## config.mk

```make
export PLATFORM = sky130hd
export DESIGN_NAME = nmea_rmc_sentence_field_extractor_unit
export DESIGN_NICKNAME = d
export VERILOG_FILES = /design/src/rtl/core/nmea_pkg.sv /design/src/rtl/core/nmea_rmc_sentence_field_extractor_unit.sv /design/src/rtl/core/nmea_ram.sv
export SDC_FILE = /design/constraint.sdc
export NUM_CORES = 1
export LEC_CHECK = 0
export BUFFER_PORTS_ARGS = -buffer_cell sky130_fd_sc_hd__clkbuf_2
export CAP_MARGIN = 15
export CORE_UTILIZATION = 47
export CTS_BUF_LIST = sky130_fd_sc_hd__clkbuf_16
export CTS_CLUSTER_DIAMETER = 50
export DETAILED_ROUTE_END_ITERATION = 7
export PLACE_DENSITY_LB_ADDON = 0.25
export SYNTH_ARGS = -nofsm -noshare
export SYNTH_HDL_FRONTEND = slang
export SYNTH_SLANG_ARGS = --single-unit
```

## constraint.sdc

```tcl
create_clock -name aclk -period 6.7 [get_ports aclk]
set_input_delay 0.67 -clock aclk [delete_from_list [all_inputs] [get_ports aclk]]
set_output_delay 0.67 -clock aclk [all_outputs]
set_load 0.005 [all_outputs]
```

## src/rtl/core/nmea_pkg.sv

```systemverilog
`timescale 1ns / 1ps
// ----------------------------------------------------------------------------
// nmea_pkg
// shared widths, character codes and slot tables of the rmc field extractor
// ----------------------------------------------------------------------------
package nmea_pkg;

    localparam int SENTENCE_CAPACITY_DEF = 128;
    localparam int FIELD_CHARS_DEF       = 12;

    localparam int CHAR_W  = 8;
    localparam int CODE_W  = 3;
    localparam int IDX_W   = 4;
    localparam int POS_W   = 8;
    localparam int COMMA_W = 3;
    localparam int SLOT_W  = 3;

    localparam int NUM_SLOTS = 5;

    localparam logic [CHAR_W-1:0] CH_DOLLAR  = 8'h24;
    localparam logic [CHAR_W-1:0] CH_M       = 8'h4D;
    localparam logic [CHAR_W-1:0] CH_C       = 8'h43;
    localparam logic [CHAR_W-1:0] CH_NL      = 8'h0A;
    localparam logic [CHAR_W-1:0] CH_COMMA   = 8'h2C;
    localparam logic [CHAR_W-1:0] CH_A       = 8'h41;
    localparam logic [CHAR_W-1:0] CH_V       = 8'h56;

    localparam logic [COMMA_W-1:0] COMMA_MAX    = 3'd7;
    localparam logic [COMMA_W-1:0] COMMA_STATUS = 3'd2;
    localparam logic [COMMA_W-1:0] COMMA_STAT_CLOSED = 3'd3;

    localparam logic [2:0] MARKS_RMC = 3'b111;

    localparam logic [CODE_W-1:0] CODE_TERM = 3'd0;

    localparam logic [SLOT_W-1:0] NO_SLOT = 3'd7;

    // field number of each capture slot
    function automatic logic [CODE_W-1:0] slot_field(input logic [SLOT_W-1:0] s);
        case (s)
            3'd0:    slot_field = 3'd1;
            3'd1:    slot_field = 3'd3;
            3'd2:    slot_field = 3'd4;
            3'd3:    slot_field = 3'd5;
            3'd4:    slot_field = 3'd6;
            default: slot_field = CODE_TERM;
        endcase
    endfunction

    // character capacity of each slot
    function automatic logic [IDX_W-1:0] slot_cap(input logic [SLOT_W-1:0] s,
                                                  input int fc);
        case (s)
            3'd2, 3'd4: slot_cap = 4'd1;
            default:    slot_cap = IDX_W'(fc);
        endcase
    endfunction

    // first store entry of each slot
    function automatic logic [7:0] slot_base(input logic [SLOT_W-1:0] s,
                                            input int fc);
        case (s)
            3'd0:    slot_base = 8'd0;
            3'd1:    slot_base = 8'(fc);
            3'd2:    slot_base = 8'(2 * fc);
            3'd3:    slot_base = 8'(2 * fc + 1);
            3'd4:    slot_base = 8'(3 * fc + 1);
            default: slot_base = 8'd0;
        endcase
    endfunction

    // slot that collects the characters after a given comma count
    function automatic logic [SLOT_W-1:0] slot_of(input logic [COMMA_W-1:0] c);
        case (c)
            3'd1:    slot_of = 3'd0;
            3'd3:    slot_of = 3'd1;
            3'd4:    slot_of = 3'd2;
            3'd5:    slot_of = 3'd3;
            3'd6:    slot_of = 3'd4;
            default: slot_of = NO_SLOT;
        endcase
    endfunction

endpackage

```

## src/rtl/core/nmea_rmc_sentence_field_extractor_unit.sv

```systemverilog
`timescale 1ns / 1ps
// ----------------------------------------------------------------------------
// nmea_rmc_sentence_field_extractor_unit
// parses serial nmea bytes, captures rmc fields 1 and 3 to 6 in a field ram and
// streams out time, latitude, n/s, longitude, e/w and a terminator at line end
// ----------------------------------------------------------------------------
// input: an ordinary byte is absorbed in the cycle it is accepted, one byte
//   per cycle while s_tready is high; after an rmc line end, empty leading
//   slots are skipped, then the first result waits for a ram read and a load
// output: each character takes a ram read (ST_RD) then an output load (ST_LOAD),
//   each slot takes an advance and the terminator its own load; an output
//   stall holds ST_LOAD and the terminator; input is held off for the whole burst
// reset: aresetn low clears sentence state, usable flag and output valid;
//   field ram contents are not cleared, only entries below a length are read
// ----------------------------------------------------------------------------
module nmea_rmc_sentence_field_extractor_unit
    import nmea_pkg::*;
#(
    parameter int SENTENCE_CAPACITY = SENTENCE_CAPACITY_DEF,
    parameter int FIELD_CHARS       = FIELD_CHARS_DEF
) (
    input  logic        aclk,
    input  logic        aresetn,
    // input request: rx_byte [7:0]
    input  logic        s_tvalid,
    output logic        s_tready,
    input  logic [7:0]  s_tdata,
    // result request: field_code [2:0], char_code [10:3], char_index [14:11],
    // fix_usable [15], format_error [16], zero [23:17]
    output logic        m_tvalid,
    input  logic        m_tready,
    output logic [23:0] m_tdata,
    output logic        m_tlast
);

    localparam int STORE_DEPTH = 3 * FIELD_CHARS + 2;
    localparam int ADDR_W      = (STORE_DEPTH > 1) ? $clog2(STORE_DEPTH) : 1;

    localparam logic [POS_W-1:0]  CAP_POS = POS_W'(SENTENCE_CAPACITY);
    localparam logic [SLOT_W-1:0] SLOT_END = SLOT_W'(NUM_SLOTS);

    // sequencer codes
    localparam logic [1:0] ST_IDLE = 2'd0;  // taking input bytes
    localparam logic [1:0] ST_RD   = 2'd1;  // pick next character, issue ram read
    localparam logic [1:0] ST_LOAD = 2'd2;  // ram data ready, load output register

    // ------------------------------------------------------------------------
    // state registers
    // ------------------------------------------------------------------------
    logic [1:0]         state_reg,  state_next;
    logic [POS_W-1:0]   pos_reg,    pos_next;
    logic [2:0]         marks_reg,  marks_next;
    logic [COMMA_W-1:0] comma_reg,  comma_next;
    logic [CHAR_W-1:0]  status_reg, status_next;
    logic               usable_reg, usable_next;
    logic               ferr_reg,   ferr_next;
    logic [IDX_W-1:0]   lens_reg    [NUM_SLOTS];
    logic [IDX_W-1:0]   lens_next   [NUM_SLOTS];
    logic [SLOT_W-1:0]  slot_reg,   slot_next;
    logic [IDX_W-1:0]   idx_reg,    idx_next;

    // output register
    logic               m_valid_reg, m_valid_next;
    logic [23:0]        m_data_reg,  m_data_next;
    logic               m_last_reg,  m_last_next;

    // field ram ports
    logic              ram_wr_en;
    logic [ADDR_W-1:0] ram_wr_addr;
    logic              ram_rd_en;
    logic [ADDR_W-1:0] ram_rd_addr;
    logic [CHAR_W-1:0] ram_rd_data;

    nmea_ram #(
        .WIDTH (CHAR_W),
        .DEPTH (STORE_DEPTH)
    ) u_field_ram (
        .clk     (aclk),
        .wr_en   (ram_wr_en),
        .wr_addr (ram_wr_addr),
        .wr_data (s_tdata),
        .rd_en   (ram_rd_en),
        .rd_addr (ram_rd_addr),
        .rd_data (ram_rd_data)
    );

    // ------------------------------------------------------------------------
    // decode of the incoming byte
    // ------------------------------------------------------------------------
    logic               in_fire;
    logic               is_dollar;
    logic [POS_W-1:0]   pos_eff;
    logic [2:0]         marks_eff;
    logic [COMMA_W-1:0] comma_eff;
    logic [CHAR_W-1:0]  status_eff;
    logic [SLOT_W-1:0]  slot_in;
    logic [SLOT_W-1:0]  len_sel;
    logic [IDX_W-1:0]   len_rd;
    logic [IDX_W-1:0]   len_eff;
    logic               out_free;

    assign s_tready = (state_reg == ST_IDLE);
    assign in_fire  = s_tvalid && s_tready;
    assign out_free = !m_valid_reg || m_tready;

    // a '$' restarts the sentence before the byte itself is handled
    assign is_dollar  = (s_tdata == CH_DOLLAR);
    assign pos_eff    = is_dollar ? '0 : pos_reg;
    assign marks_eff  = is_dollar ? '0 : marks_reg;
    assign comma_eff  = is_dollar ? '0 : comma_reg;
    assign status_eff = is_dollar ? '0 : status_reg;
    assign slot_in    = slot_of(comma_eff);

    // one shared read of the length table: input slot while idle, else the
    // slot being emitted
    always_comb begin
        len_sel = (state_reg == ST_IDLE) ? slot_in : slot_reg;
        if (len_sel >= SLOT_END) begin
            len_sel = '0;
        end
    end
    assign len_rd  = lens_reg[len_sel];
    assign len_eff = is_dollar ? '0 : len_rd;

    // ------------------------------------------------------------------------
    // next-state logic
    // ------------------------------------------------------------------------
    always_comb begin
        state_next   = state_reg;
        pos_next     = pos_reg;
        marks_next   = marks_reg;
        comma_next   = comma_reg;
        status_next  = status_reg;
        usable_next  = usable_reg;
        ferr_next    = ferr_reg;
        lens_next    = lens_reg;
        slot_next    = slot_reg;
        idx_next     = idx_reg;
        m_valid_next = m_valid_reg;
        m_data_next  = m_data_reg;
        m_last_next  = m_last_reg;
        ram_wr_en    = 1'b0;
        ram_wr_addr  = '0;
        ram_rd_en    = 1'b0;
        ram_rd_addr  = '0;

        if (m_tready) begin
            m_valid_next = 1'b0;
        end

        case (state_reg)
            ST_IDLE: begin
                if (in_fire) begin
                    if (is_dollar) begin
                        pos_next    = '0;
                        marks_next  = '0;
                        comma_next  = '0;
                        status_next = '0;
                        for (int i = 0; i < NUM_SLOTS; i++) begin
                            lens_next[i] = '0;
                        end
                    end
                    // bytes past capacity are dropped, line end included
                    if (pos_eff < CAP_POS) begin
                        pos_next = pos_eff + 1'b1;

                        // header marks at byte positions 0, 4 and 5
                        if (pos_eff == 8'd0) begin
                            marks_next[0] = is_dollar;
                        end else if (pos_eff == 8'd4) begin
                            marks_next[1] = (s_tdata == CH_M);
                        end else if (pos_eff == 8'd5) begin
                            marks_next[2] = (s_tdata == CH_C);
                        end

                        if (s_tdata == CH_COMMA) begin
                            if (comma_eff < COMMA_MAX) begin
                                comma_next = comma_eff + 1'b1;
                                if (comma_next == COMMA_STATUS) begin
                                    status_next = '0;
                                end
                            end
                        end else if (s_tdata == CH_NL) begin
                            if (marks_next == MARKS_RMC) begin
                                ferr_next = (comma_eff < COMMA_MAX);
                                // status applies only once field 2 is closed
                                if (comma_eff >= COMMA_STAT_CLOSED) begin
                                    if (status_eff == CH_A) begin
                                        usable_next = 1'b1;
                                    end else if (status_eff == CH_V) begin
                                        usable_next = 1'b0;
                                    end
                                end
                                slot_next  = '0;
                                idx_next   = '0;
                                state_next = ST_RD;
                            end
                        end else if (comma_eff == COMMA_STATUS) begin
                            // first character of the status field wins
                            if (status_eff == '0) begin
                                status_next = s_tdata;
                            end
                        end else if (slot_in != NO_SLOT) begin
                            // overflow characters are dropped
                            if (len_eff < slot_cap(slot_in, FIELD_CHARS)) begin
                                ram_wr_en   = 1'b1;
                                ram_wr_addr = ADDR_W'(slot_base(slot_in, FIELD_CHARS))
                                            + ADDR_W'(len_eff);
                                lens_next[slot_in] = len_eff + 1'b1;
                            end
                        end
                    end
                end
            end

            ST_RD: begin
                if (slot_reg >= SLOT_END) begin
                    // all slots done: terminator, then a fresh sentence
                    if (out_free) begin
                        m_valid_next = 1'b1;
                        m_data_next  = {7'd0, ferr_reg, usable_reg, {IDX_W{1'b0}},
                                        {CHAR_W{1'b0}}, CODE_TERM};
                        m_last_next  = 1'b1;
                        pos_next     = '0;
                        marks_next   = '0;
                        comma_next   = '0;
                        status_next  = '0;
                        for (int i = 0; i < NUM_SLOTS; i++) begin
                            lens_next[i] = '0;
                        end
                        state_next   = ST_IDLE;
                    end
                end else if ((comma_reg > slot_field(slot_reg)) && (idx_reg < len_rd)) begin
                    // closed field with characters left to send
                    ram_rd_en   = 1'b1;
                    ram_rd_addr = ADDR_W'(slot_base(slot_reg, FIELD_CHARS))
                                + ADDR_W'(idx_reg);
                    state_next  = ST_LOAD;
                end else begin
                    slot_next = slot_reg + 1'b1;
                    idx_next  = '0;
                end
            end

            ST_LOAD: begin
                if (out_free) begin
                    m_valid_next = 1'b1;
                    m_data_next  = {7'd0, ferr_reg, usable_reg, idx_reg,
                                    ram_rd_data, slot_field(slot_reg)};
                    m_last_next  = 1'b0;
                    idx_next     = idx_reg + 1'b1;
                    state_next   = ST_RD;
                end
            end

            default: begin
                state_next = ST_IDLE;
            end
        endcase
    end

    // ------------------------------------------------------------------------
    // registers
    // ------------------------------------------------------------------------
    always_ff @(posedge aclk) begin
        if (!aresetn) begin
            state_reg   <= ST_IDLE;
            pos_reg     <= '0;
            marks_reg   <= '0;
            comma_reg   <= '0;
            status_reg  <= '0;
            usable_reg  <= 1'b0;
            ferr_reg    <= 1'b0;
            slot_reg    <= '0;
            idx_reg     <= '0;
            m_valid_reg <= 1'b0;
            for (int i = 0; i < NUM_SLOTS; i++) begin
                lens_reg[i] <= '0;
            end
        end else begin
            state_reg   <= state_next;
            pos_reg     <= pos_next;
            marks_reg   <= marks_next;
            comma_reg   <= comma_next;
            status_reg  <= status_next;
            usable_reg  <= usable_next;
            ferr_reg    <= ferr_next;
            slot_reg    <= slot_next;
            idx_reg     <= idx_next;
            m_valid_reg <= m_valid_next;
            lens_reg    <= lens_next;
        end
    end

    // output payload needs no reset
    always_ff @(posedge aclk) begin
        m_data_reg <= m_data_next;
        m_last_reg <= m_last_next;
    end

    assign m_tvalid = m_valid_reg;
    assign m_tdata  = m_data_reg;
    assign m_tlast  = m_last_reg;

endmodule

```

## src/rtl/core/nmea_ram.sv

```systemverilog
`timescale 1ns / 1ps
// ----------------------------------------------------------------------------
// nmea_ram
// generic single-port-write, single-port-read ram with registered read
// ----------------------------------------------------------------------------
module nmea_ram #(
    parameter int WIDTH = 8,
    parameter int DEPTH = 38,
    localparam int ADDR_W = (DEPTH > 1) ? $clog2(DEPTH) : 1
) (
    input  logic              clk,
    input  logic              wr_en,
    input  logic [ADDR_W-1:0] wr_addr,
    input  logic [WIDTH-1:0]  wr_data,
    input  logic              rd_en,
    input  logic [ADDR_W-1:0] rd_addr,
    output logic [WIDTH-1:0]  rd_data
);

    logic [WIDTH-1:0] mem [DEPTH];
    logic [WIDTH-1:0] rd_data_reg;

    always_ff @(posedge clk) begin
        if (wr_en) begin
            mem[wr_addr] <= wr_data;
        end
        if (rd_en) begin
            rd_data_reg <= mem[rd_addr];
        end
    end

    assign rd_data = rd_data_reg;

endmodule
```

# Yosys cells after proc, flatten, opt, wreduce, memory -nomap -nowiden

Memories as Yosys holds them, arrays and structs flattened. A register that Yosys moved wholly into a read port is not among the register bits.
Cells that the tools add are included.

Add/subtract/negate cells: 7
Multiply operators: 0
Div/mod/pow operators: 0
Order comparisons: 11
Equality and inequality tests: 40
Shift-type cells: 0
Muxes and demuxes: 151
Bitwise logic cells: 3
Reductions and logical operators: 21

Operators by type and width:

| cell               | number |
|---|---|
| $mux 20            | 12 |
| $mux 6             | 22 |
| $mux 8             | 14 |
| $mux 4             | 20 |
| $mux 24            | 3 |
| $mux 3             | 21 |
| $pmux 24 s2        | 1 |
| $pmux 6 s4         | 2 |
| $pmux 20 s2        | 1 |
| $eq 8x7->1 const B | 4 |
| $pmux 8 s2         | 2 |
| $pmux 3 s5         | 2 |
| $mux 1             | 28 |
| $mux 2             | 13 |
| $reduce_and 8->1   | 3 |
| $eq 3x2->1 const B | 7 |
| $bwmux 20          | 1 |
| $eq 3x3->1 const B | 6 |
| $pmux 3 s2         | 3 |
| $eq 8x3->1 const B | 2 |
| $eq 8x6->1 const B | 2 |
| $logic_not 8->1    | 2 |
| $add 6x4->6        | 2 |
| $bmux 4 s3         | 1 |
| 35 further kinds   | 59 |

Register bits after elaboration: 79
Latch bits: 0
RAM bits: 304
ROM bits: 0
Bits of input ports: 12
Output and inout bits: 27
Word-level logic and storage cells: 251
Memories: 1

Memory list:

| name            | words | width | rd ports | clocked after Yosys merged registers in | wr ports | line           | RTL |
|---|---|---|---|---|---|---|---|
| u_field_ram.mem | 38    | 8     | 1        | 1                                       | 1        | nmea_ram.sv:20 | `logic [WIDTH-1:0] mem [DEPTH];` |

# Depth between registers and ports, before layout

Gate-level depths: netlist of run 1.

Depth after elaboration: 32
Mapped depth: 30
Depth with buffers taken out: 26

# Modules after synthesis

A second synthesis of run 1 with hierarchy kept.

Cell total of the unflattened synthesis: 1283
Area total of the unflattened synthesis: 17336.6 µm²

By module, submodules not included:

| module                                 | instances | cells each | area each (µm²) | sequential area each (µm²) |
|---|---|---|---|---|
| nmea_ram                               | 1         | 678        | 12469.5         | 9369.0 |
| nmea_rmc_sentence_field_extractor_unit | 1         | 605        | 4867.2          | 1621.6 |

# Worst setup path after synthesis of run 1

No wires, ideal clock.

Kind: input to register
From: input s_tdata[0]
To: memory u_field_ram.mem[10][0] (enable)
Library setup time: 0.395 ns
Arrival time: 6.259 ns
Required time: 6.305 ns
Setup slack: 0.047 ns
Cell stages on the path: 23
Path buffers: 4
Path through: nor4_1 -> nand2_1 -> clkbuf_1 -> clkbuf_1 -> nand2_1 -> ha_1 -> clkbuf_1 -> nor2_1 -> a2111oi_4 -> mux2i_1 -> and2_1 -> a211o_1 -> and2_1 -> nor2_1 -> ha_1 -> ha_1 -> nand2_1 -> nand2_1 -> a21oi_1 -> xnor2_1 -> nand2_1 -> clkbuf_1 -> nor4_1

Longest elaborated chain between the ends: 25

Ends and longest elaborated chain:

| item                                                | line                                         | RTL |
|---|---|---|
| start, declared                                     | nmea_rmc_sentence_field_extractor_unit.sv:27 | `input logic [7:0] s_tdata,` |
| branches (longest 25 deep; another with $ge 3x3->1) | --                                           |  |
| end, declared                                       | nmea_ram.sv:20                               |  |

Several ways; the timed one is not identified. The select of a mux whose other input is x is not followed.

# Worst setup path after layout of run 1

From: input s_tdata[0]
To: register u_field_ram.rd_data_reg[3], in the netlist u_field_ram.rd_data[3], read port of u_field_ram.mem, data pin

Longest elaborated chain between the ends: 16

Ends and longest elaborated chain:

| item                                           | line                                          | RTL |
|---|---|---|
| $eq 8x6->1 (*)                                 | nmea_rmc_sentence_field_extractor_unit.sv:107 | `assign is_dollar = (s_tdata == CH_DOLLAR);` |
| $mux 3 (*)                                     | nmea_rmc_sentence_field_extractor_unit.sv:110 | `assign comma_eff = is_dollar ? '0 : comma_reg;` |
| $eq 3x3->1, or another cell as far along       | nmea_pkg.sv:74                                | `case (c)` |
| $pmux 3 s5 (*)                                 | nmea_pkg.sv:74                                |  |
| $mux 3 (*)                                     | nmea_rmc_sentence_field_extractor_unit.sv:117 | `len_sel = (state_reg == ST_IDLE) ? slot_in : slot_reg;` |
| $ge 3x3->1                                     | nmea_rmc_sentence_field_extractor_unit.sv:118 | `if (len_sel >= SLOT_END) begin` |
| $mux 3 (*)                                     | nmea_rmc_sentence_field_extractor_unit.sv:118 |  |
| $not 3->4 (implied by the code) (*)            | nmea_rmc_sentence_field_extractor_unit.sv:122 | `assign len_rd = lens_reg[len_sel];` |
| $bmux 4 s3 (*)                                 | nmea_rmc_sentence_field_extractor_unit.sv:122 |  |
| $mux 4 (implied by the code) (*) (2 in series) | nmea_rmc_sentence_field_extractor_unit.sv:122 |  |
| $lt 4x4->1 (*)                                 | nmea_rmc_sentence_field_extractor_unit.sv:233 | `end else if ((comma_reg > slot_field(slot_reg)) && (idx_reg < len_rd)) begin` |
| $logic_and 1x1->1 (*)                          | nmea_rmc_sentence_field_extractor_unit.sv:233 |  |
| $mux 6 / $mux 1 (equally long branches)        | nmea_rmc_sentence_field_extractor_unit.sv:233 |  |
| $mux 6 / $mux 1 (equally long branches)        | nmea_rmc_sentence_field_extractor_unit.sv:217 | `if (slot_reg >= SLOT_END) begin` |
| $mux 6 / $mux 1 (equally long branches)        | nmea_rmc_sentence_field_extractor_unit.sv:151 | `case (state_reg)` |
| end, declared                                  | nmea_ram.sv:21                                | `logic [WIDTH-1:0] rd_data_reg;` |

Mark *: on every way between the ends. The rest lies on a longest branch, timed or not. The select of a mux whose other input is x is not followed.
A chain may end at the register's enable or synchronous reset.

==> results of run 1 <==
## cells in the mapped netlist (all sizes together), types with 17 or more instances
cell type | n | share of area [%]
a22oi | 18 | 0.87
ha | 36 | 2.5
or3 | 18 | 0.67
a21oi | 79 | 2.5
a211oi | 20 | 0.85
mux2i | 51 | 2.9
o221ai | 17 | 0.84
o21ai | 55 | 1.6
nand3 | 37 | 1.0
nand2 | 114 | 2.4
mux2 | 21 | 1.3
a31oi | 18 | 0.64
nor2 | 117 | 2.5
and2 | 22 | 0.78
o22ai | 28 | 0.99
dfxtp | 54 | 6.1
buf | 28 | 0.94
clkbuf | 44 | 0.93
edfxtp | 330 | 56
nor3 | 42 | 1.2
inv | 32 | 0.68
a21o | 18 | 0.76
## path summary, 6_finish.rpt
kind              cells after the start  slack, ns                      start                                to
setup reg to reg                     25       0.79  comma_reg[1]$_SDFFE_PN0P_  u_field_ram.rd_data[3]$_DFFE_PP_
hold / removal                        0       0.44      ferr_reg$_SDFFE_PN0P_             m_tdata[16]$_DFFE_PP_
hold reg to reg                       0       0.44      ferr_reg$_SDFFE_PN0P_             m_tdata[16]$_DFFE_PP_
setup / recovery                     27       0.34                 s_tdata[0]  u_field_ram.rd_data[3]$_DFFE_PP_
## metrics by stage
step	hold slack (ns)	setup slack [ns]	setup TNS (ns)	power, W
2_1_floorplan	0.408	0.0466	0	0.00276
3_3_place_gp	0.426	-0.190	-0.190	0.00285
3_5_place_dp	0.418	-0.373	-1.07	0.00285
4_1_cts	0.445	0.169	0	0.00496
5_1_grt	0.469	0.00450	0	0.00507
6_report	0.436	0.336	0	0.00493
## where the power goes
group	switching, W	internal, W
Combinational	0.000154	0.0000592
Sequential	0.00000273	0.00259
Clock	0.000952	0.00117
Total	0.00111	0.00382
## metal layers
| metal | up-vias | part of all wire (%) |
|---|---|---|
| li1 | 5709 | - |
| met2 | 699 | 43 |
| met3 | 88 | 9.9 |
| met5 | - | 0 |
| met1 | 6328 | 44 |
| met4 | 0 | 3.0 |
## logic make-up (layout without fill, tap and decap cells)
logic type,after synthesis,after routing,share of synthesized area (%)
xor gates and xnor gates,12,12,0.594
muxes,88,88,6.26
and+or+nand+nor,422,422,11.4
AOI/OAI and AO/OA,352,352,14.4
DFF,384,384,62.2
adders and majority gates,36,36,2.55
buffers and inverters,107,260,2.62
other,1,7,0.0212
## final cells by class
type                    instances  area (µm²)
inverters                      35         131
flip-flops and latches        384       11000
fillers                      3049       16400
multi-input cells             917        6310
clock inverters                35         248
repair buffers                149        1070
clock buffers                  41        1030
well taps                     468         586
## placed cells by master, fill, tap and decap left out, types with 14 or more instances in the layout
| master | netlist | layout |
|---|---|---|
| clkbuf_2 | 0 | 31 |
| a31oi_1 | 18 | 18 |
| buf_4 | 8 | 116 |
| nor2b_1 | 16 | 16 |
| o21ai_0 | 49 | 49 |
| mux4_2 | 16 | 16 |
| mux2_2 | 21 | 21 |
| nor3_1 | 42 | 42 |
| inv_1 | 31 | 39 |
| nand2_1 | 114 | 114 |
| and2_1 | 22 | 22 |
| edfxtp_1 | 330 | 330 |
| a21o_1 | 18 | 18 |
| nor4_1 | 15 | 14 |
| a22oi_1 | 16 | 16 |
| dfxtp_1 | 54 | 54 |
| a211oi_1 | 20 | 19 |
| nand3_1 | 37 | 37 |
| or3_1 | 17 | 17 |
| clkbuf_16 | 0 | 41 |
| nor2_1 | 116 | 114 |
| o22ai_1 | 28 | 28 |
| a21oi_1 | 72 | 72 |
| ha_1 | 36 | 35 |
| o221ai_1 | 17 | 17 |
| mux2i_1 | 51 | 51 |
## what timing repair did
item | in CTS | in global routing
resized for setup | 0 | 3
setup endpoints to repair | 0 | 3
buffers inserted | 0 | 0
==> results.md, run 1 <==
* Status: completed
* Crit-path most repeated cell: nand2_1
* IO buf count at 31
* Placed Instance Area at between 15000 and 20000 µm²
* CTS root buf: clkbuf_16
* Crit path kind: in -> reg
* Wirelength per Cell at approximately 25 µm
* #FFs+latches synth at 384
* First-pass GRT wire length at about 77000 µm
* GR Util met1 at 40.5%
* Routed wire length at approximately 52000 µm
* GRT met3 Usage at approximately 4.6%
* Peak Freq at 157 MHz
* Hold Vio Cnt, Final at 0
* Die width at 196 µm
* Power Density at 242 nW/µm²
* Seq/Total Area, Yosys at between 60% and 70%
* Worst EP required at 7.07 ns
* Critical path buffer and inverter count at 4
* CTS tree: done
* Antenna cell count at 0
* Layout Nets at 1576
* Initial Utilization at between 40% and 50%
* Post-route ant nets at 0
* CP startpoint kind: primary input
* Clock-pin slew on the worst setup and hold paths at about 0.060 ns
* LEAKAGE at between 6 and 7 nW
* Worst-Margin Slew at between 1 and 1.5 ns
* DR iter-0 viols at 1618
* Largest net degree at the start of global routing at 51
* GP Congestion at 0.982
* Post-synthesis cell count at between 1000 and 1500
* Worst-path maximum fanout at 12
* Final Non-Filler Cells at roughly 2000
* Share of cells above drive strength 1 at between 15 and 20%
* Total track usage at between 20% and 30%
* Worst slew margin at 31.0%
* H-Tree Depth at 2
* Delay of the slowest critical-path stage at 0.43 ns
* Crit-path slowest cell: nor4_1
* Share of the clock period used by the worst path at between 90% and 100%
* Syn Area/Cell at 12.6 µm²
* Row count at 70
* Total grt overflow at 0
* Io pins at 39
* Min Clock Period, post-route at about 6.4 ns
* Worst setup EP type: register
* Clock sinks at between 300 and 400
* Final Util at 55.3%
* DP HPWL at around 35000 µm
* Post-route cell area at between 20000 and 25000 µm²
* Min-Delay Path Class: reg -> reg
* Met2 GRT Util at about two fifths
* Vias after detailed routing at between 10000 and 15000
* Die H at 196 µm
* Drt first pass iters at 6
* Synth warn at 0
* Max_cap viols at 0
* Vias in the first global route at around 12000
* Antenna violations before repair at 0
* Number of synthesized flops with an enable pin at 330
* Die area at slightly below 40000 µm²
* Final setup viols at 0
* DR DRC count at 0
* Max FFs per register at between 300 and 400
* Drt via density at 6.32
* Placed cell count at ~2000
* Clk Latency, worst-skew pair at 0.57 ns
* P&R area growth vs syn at 15.1%
* Netlist cell types at between 80 and 90
* Max-slew violations at 0
* Post-synth top flop: edfxtp_1
* Max VDD drop at roughly 0.00015 V
* Arrival time worst endpoint at about 6.7 ns
* Clock Skew at approximately 0.02 ns
* Quantity of hold-fixing buffers added after cts at 0
* Core Footprint at between 30000 and 40000 µm²
* Layer with the highest usage: met1
* Bufs on Longest Clock Path at 3
* CTS Buf Count at 41
* Synth Cell Area at between 15000 and 20000 µm²
* RSZ-0062 raised after global routing: no
* Asr flop ratio synth at 0%
* Largest delay contributor family on the critical path: simple AND/OR/NAND/NOR gates
Note: power is estimated with default switching activity, not from simulation.
==> run 2, diff against run 1 <==
- RECOVER_POWER: not set -> 50
==> results.md, run 2 (synthesized netlist as in run 1, its figures left out) <==
* Reg-to-reg setup timing slack at 0.74 ns (-0.05 ns)
* Met2 wire len at 22300 µm (-0.29%)
* CTS Buf Count at 41 (unchanged)
* Antenna violations before repair at 0 (unchanged)
* Die area at 38400 µm² (unchanged)
* Total grt overflow at 0 (unchanged)
* Hold Startpoint: ferr_reg$_SDFFE_PN0P_
* Reg2Reg Depth at 25 (unchanged)
* H-Tree Depth at 2 (unchanged)
* P&R area growth vs syn at 14.8%
* Worst setup EP type: register
* RSZ-0062 raised after global routing: no
* Most common cell after layout, fill and taps aside: edfxtp_1
* LEAKAGE at 6.78 nW (-1.3%)
* Clk Latency, worst-skew pair at 0.57 ns (about the same)
* Placed Instance Area at 19100 µm² (unchanged)
* Commonest non-fill, non-tap cells in the layout: edfxtp_1, nor2_1, nand2_1, buf_4, a21oi_1
* Share of cells above drive strength 1 at 16.7% (-1.6 points)
* Pint at 0.00382 W (about the same)
* Crit-path most repeated cell: nand2_1
* CP startpoint kind: primary input
* DR DRC count at 2 (+2)
* Drt via density at 6.30 (-0.40%)
* IO buf count at 31 (unchanged)
* Largest net degree at the start of global routing at 51 (unchanged)
* Post-route ant nets at 0 (unchanged)
* R2R Path End: u_field_ram.rd_data[3]$_DFFE_PP_
* GP Congestion at 0.982 (unchanged)
* Total track usage at 27.1% (unchanged)
* Io pins at 39 (unchanged)
* Die width at 196 µm (unchanged)
* Hold-critical path depth at 0 (unchanged)
* Largest delay contributor family on the critical path: compound AO/OA/AOI/OAI gates
* Layout Nets at 1576 (unchanged)
* Wire length on met3 at 4770 µm (-6.4%)
* Die H at 196 µm (unchanged)
* Status: complete, but fails checks
* Drt first pass iters at 8 (+2)
* Hold Vio Cnt, Final at 0 (unchanged)
* Origin of the critical flop-to-flop path: comma_reg[1]$_SDFFE_PN0P_
* Share of the clock period used by the worst path at 95.9% (+0.90 points)
* Critical path buffer and inverter count at 3 (-1)
* Max-slew violations at 369 (+369)
* Clock-pin slew on the worst setup and hold paths at 0.06 ns (about the same)
* CTS root buf: clkbuf_16
* Hold_ws at 0.436 ns (+0.000169 ns)
* Net Sw Frac at 22.5% (+0.036 points)
* Crit-path slowest cell: clkbuf_1
* Highest Signal Layer: met4
* Routed wire length at 51600 µm (about the same)
* Bufs on Longest Clock Path at 3 (unchanged)
* Min Clock Period, post-route at 6.42 ns (+0.0600 ns)
* Clock Skew at 0.0201 ns (+0.000180 ns)
* Cells along the critical path: clkbuf_2, nor4_1, nand2_1, clkbuf_1, a31o_2, nor2_1, nand2_1, a32o_1, o21ai_0, nand2_1, ha_1, a21oi_1, nand2_1, a21oi_1, nand4_1, or2_2, a211o_1, buf_4, a22oi_4, o22ai_1, nor3_1, o32ai_1, a211oi_1
* Switch Pwr at 0.00111 W (+0.22%)
* Worst EP required at 7.07 ns (about the same)
* Peak Freq at 156 MHz (-0.93%)
* Gate power share at 4.3% (about the same)
* Wirelength per Cell at 25.4 µm (about the same)
* Vias in the first global route at 12000 (unchanged)
* Clock sinks at 384 (unchanged)
* Power Density at 243 nW/µm² (+0.35%)
* Place WS at -0.373 ns (unchanged)
* Core Footprint at 36800 µm² (unchanged)
* Final setup viols at 0 (unchanged)
* Setup slack after layout at 0.276 ns (-0.0600 ns)
* Worst-path maximum fanout at 32 (+20)
* Worst-Margin Slew at 2.40 ns (+1.37 ns)
* Min-Delay Path Class: reg -> reg
* DP HPWL at 35200 µm (unchanged)
* M1 wire length at 23000 µm (+1.8%)
* Antenna cell count at 0 (unchanged)
* Worst slew margin at -59.7% (-91 points)
* Quantity of hold-fixing buffers added after cts at 0 (unchanged)
* Max_cap viols at 9 (+9)
* Max FFs per register at 304 (unchanged)
* Clk network pwr share at 43.1% (about the same)
* Post-route cell area at 20300 µm² (-0.28%)
* Initial Utilization at 48.1% (unchanged)
* Worst Hold End: m_tdata[16]$_DFFE_PP_
* Crit path kind: in -> reg
* Arrival time worst endpoint at 6.79 ns (+0.05 ns)
* DR iter-0 viols at 1570 (-3.0%)
* Failing checks: DRC, capacitance limit, slew limit
* Vias after detailed routing at 12800 (-0.40%)
* Flop pwr share at 52.6% (about the same)
* Final Util at 55.2% (-0.16 points)
* CTS tree: done
* Row count at 70 (unchanged)
* Max VDD drop at 0.000148 V (+0.34%)
* First-pass GRT wire length at 76900 µm (unchanged)
* Delay of the slowest critical-path stage at 0.70 ns (+0.27 ns)
-- run 2: power by group through the flow --
stage / combinational [W] / sequential (W) / clock, W
CTS: 0.000209 / 0.00259 / 0.00216
global route: 0.000226 / 0.00260 / 0.00225
finish: 0.000211 / 0.00260 / 0.00213
floorplan: 0.000115 / 0.00264 / 0
global placement: 0.000206 / 0.00264 / 0
detailed placement: 0.000208 / 0.00264 / 0
-- run 2: how the worst max path moves through the flow --
stage	from	end	depth (start not counted)
global route	s_tdata[4]	u_field_ram.mem[2][3]$_DFFE_PP_	24
finish	s_tdata[0]	u_field_ram.rd_data[3]$_DFFE_PP_	23
floorplan	s_tdata[0]	u_field_ram.mem[10][0]$_DFFE_PP_	23
global placement	s_tdata[0]	u_field_ram.rd_data[5]$_DFFE_PP_	28
CTS	s_tdata[0]	u_field_ram.rd_data[5]$_DFFE_PP_	28
detailed placement	s_tdata[0]	u_field_ram.rd_data[5]$_DFFE_PP_	28
-- run 2: through the flow --
| stage | power [W] | setup TNS, ns | cells |
|---|---|---|---|
| floorplan | 0.00276 | 0 | 1408 |
| CTS | 0.00496 | 0 | 2029 |
| finish | 0.00494 | 0 | 2029 |
| global route | 0.00507 | 0 | 2029 |
| global placement | 0.00285 | -0.190 | 1953 |
| detailed placement | 0.00285 | -1.07 | 1953 |
-- run 2: metal layers --
metal  global-route usage [%]  vias up
met5                        0        -
li1                         -     5703
met3                     4.61       84
met1                     40.5     6327
met4                     8.85        0
met2                     40.0      659
-- run 2: worst register-to-register path, delay by kind of cell, from the launching register on --
kind,cells,cell delay [ns]
AO/OA/AOI/OAI,12,2.73
AND/OR/NAND/NOR,8,1.43
buffers and inverters,3,0.57
adder cells (fa/ha/maj),2,0.53
flip-flops,1,0.52
-- run 2: timing repair --
| item | 4_1_cts | 5_1_grt |
|---|---|---|
| setup buffers | 0 | 0 |
| gates resized for setup | 0 | 3 |
| endpoints found under the setup margin | 0 | 3 |
-- run 2: cell type report --
class | count | area, µm²
sequential | 384 | 11000
inverter | 35 | 131
tap | 468 | 586
clock buffer | 41 | 1030
multi-input combinational | 917 | 6310
fill | 3068 | 16500
timing repair buffer | 149 | 1010
clock inverter | 35 | 248
==> run 3, diff against run 2 <==
- clock period: 6.7 -> 8.3 ns (I/O delays scaled with it)
==> results.md, run 3 (synthesized netlist as in run 1, its figures left out) <==
* CP Capture Point: u_field_ram.rd_data[5]$_DFFE_PP_
* Row count at 70 (unchanged)
* Die area at 38400 µm² (unchanged)
* Antenna cell count at 0 (unchanged)
* Commonest non-fill, non-tap cells in the layout: edfxtp_1, nor2_1, nand2_1, a21oi_1, dfxtp_1
* Die width at 196 µm (unchanged)
* Worst-path maximum fanout at 12 (-63%)
* Drt first pass iters at 6 (-2)
* Quantity of hold-fixing buffers added after cts at 0 (unchanged)
* Register area at 11000 µm² (unchanged)
* H-Tree Depth at 2 (unchanged)
* Vias in the first global route at 11900 (-0.94%)
* RSZ-0062 raised after global routing: no
* Hold Vio Cnt, Final at 0 (unchanged)
* Fillers at 3136 (+2.2%)
* Total grt overflow at 0 (unchanged)
* Post-CTS Setup Bufs at 0 (unchanged)
* DP HPWL at 35100 µm (-0.53%)
* Power Density at 203 nW/µm² (-16%)
* Antenna violations before repair at 0 (unchanged)
* Worst EP required at 8.59 ns (+1.52 ns)
* Total track usage at 27.6% (+0.50 points)
* Min-Delay Path Class: reg -> reg
* Setup TNS at 0 ns (unchanged)
* Max FFs per register at 304 (unchanged)
* Origin of the critical flop-to-flop path: comma_reg[2]$_SDFFE_PN0P_
* Worst setup EP type: register
* Die H at 196 µm (unchanged)
* Share of the clock period used by the worst path at approximately 95%
* Crit path kind: in -> reg
* Peak Freq at around 130 MHz
* Clk Latency, worst-skew pair at 0.57 ns (about the same)
* Bufs on Longest Clock Path at 3 (unchanged)
* Layout Nets at 1507 (-4.4%)
* Hold_ws at 0.461 ns (+0.0243 ns)
* Largest net degree at the start of global routing at 59 (+16%)
* Status: complete, but fails checks
* Layer with the highest usage: met1
* Worst slew margin at -58.8% (+0.95 points)
* Core Footprint at 36800 µm² (unchanged)
* Post-route ant nets at 0 (unchanged)
* LEAKAGE at 6.42 nW (-5.3%)
* Min Clock Period, post-route at a little under 8 ns
* Clock sinks at 384 (unchanged)
* CP startpoint kind: primary input
* Reg-to-reg setup timing slack at 1.23 ns (+0.49 ns)
* CTS root buf: clkbuf_16
* Most common cell after layout, fill and taps aside: edfxtp_1
* DR DRC count at 0 (-2)
* CTS Buf Count at 43 (+4.9%)
* Arrival time worst endpoint at 8.17 ns (+1.38 ns)
* R2R Path End: u_field_ram.rd_data[5]$_DFFE_PP_
* Clock Skew at 0.0223 ns (+0.00218 ns)
* Footprint of the multi-input gates at 6330 µm² (+0.32%)
* Max_cap viols at 8 (-1)
* Setup crit start: s_tdata[3]
* First-pass GRT wire length at 78100 µm (+1.7%)
* Max-slew violations at 329 (-11%)
* Initial Utilization at 48.1% (unchanged)
* Reg2Reg Depth at 24 (-4.0%)
* CTS tree: done
* GR Util met1 at 41.0% (+0.48 points)
* Share of cells above drive strength 1 at 12.6% (-4.0 points)
* Io pins at 39 (unchanged)
* Final setup viols at 0 (unchanged)
* DR iter-0 viols at 1494 (-4.8%)
* Met2 GRT Util at 39.6% (-0.38 points)
* Failing checks: capacitance limit, slew limit
* Routed wire length at 52400 µm (+1.5%)
* Drt via density at 6.46 (+2.6%)
* Setup slack after layout at 0.416 ns (+0.141 ns)
* Wirelength per Cell at 26.7 µm (+5.1%)
* Worst-Margin Slew at 2.38 ns (-0.0143 ns)
* Place WS at -0.221 ns (+0.153 ns)
* GP Congestion at 0.991 (+0.89%)
* Vias after detailed routing at 12700 (-0.94%)
* P&R area growth vs syn at 11.9%
* IO buf count at 31 (unchanged)
* Clock-pin slew on the worst setup and hold paths at 0.06 ns (about the same)
* GRT met3 Usage at 6.34% (+1.7 points)
* Max VDD drop at 0.000125 V (-15%)
## run 3: cell count changes in the layout (fill, tap and decap cells not counted), moves of 5 or more
cell      delta
and2_0       -5
and2_1       +5
buf_4       -71
clkinv_2     -5
## run 3: per-stage QoR
step                      std cells  power, W  util [%]  cell area (µm²)
after floorplan                1408   0.00223         -            17700
after global placement         1880   0.00230      50.3            18500
after detailed placement       1881   0.00230      50.4            18500
after CTS                      1958   0.00404      53.9            19800
after global routing           1959   0.00413      53.8            19800
final                          1959   0.00402      53.8            19800
## run 3: area by class of cell
type | instances | area share (%)
Sequential cell | 384 | 55.5
Multi-Input combinational cell | 917 | 32.0
Clock buffer | 43 | 5.44
Tap cell | 468 | 2.96
Timing Repair Buffer | 78 | 2.35
Clock inverter | 34 | 1.06
Inverter | 35 | 0.664
## run 3: how the worst min path moves through the flow
stage                                  startpoint               endpoint  slack (ns)  depth (start not counted)
final                     usable_reg$_SDFFE_PN0P_  m_tdata[15]$_DFFE_PP_        0.46                          0
after global routing      usable_reg$_SDFFE_PN0P_  m_tdata[15]$_DFFE_PP_        0.47                          0
after global placement    usable_reg$_SDFFE_PN0P_  m_tdata[15]$_DFFE_PP_        0.44                          0
after CTS                 usable_reg$_SDFFE_PN0P_  m_tdata[15]$_DFFE_PP_        0.46                          0
after floorplan             ferr_reg$_SDFFE_PN0P_  m_tdata[16]$_DFFE_PP_        0.41                          0
after detailed placement  usable_reg$_SDFFE_PN0P_  m_tdata[15]$_DFFE_PP_        0.43                          0
## run 3: report_power, final
group / internal, W / total (W) / switching [W]
sequential: 0.00209 / 0.00210 / 0.00000211
clock: 0.000980 / 0.00176 / 0.000775
combinational: 0.0000409 / 0.000167 / 0.000126
## run 3: layer usage
layer	wire length, µm	part of all wire (%)
met3	5470	10
met4	1670	3.2
met5	0	0
met2	22500	43
met1	22700	43
## run 3: critical path, cell delays in order
cell,delay (ns)
clkbuf_1,0.12
nor4bb_2,0.69
buf_4,0.24
nand2_1,0.17
nand2_1,0.22
inv_1,0.12
ha_1,0.32
o221a_4,0.29
a2111oi_4,0.53
nor2_4,0.10
o21ai_1,0.45
a32o_1,0.22
o21ai_0,0.11
nand2_1,0.18
ha_1,0.29
a21oi_1,0.14
nand2_1,0.07
a21oi_1,0.26
nand4_1,0.18
or2_2,0.34
a211oi_1,0.17
buf_4,0.23
o21ai_1,0.40
buf_4,0.39
a211oi_1,0.30
nor3_1,0.11
a2111oi_1,0.59
a31oi_1,0.07
## run 3: what timing repair did
action | in CTS | in global routing
endpoints found under the setup margin | 0 | 1
endpoints found under the hold margin | 0 | 0
resized for setup | 0 | 2
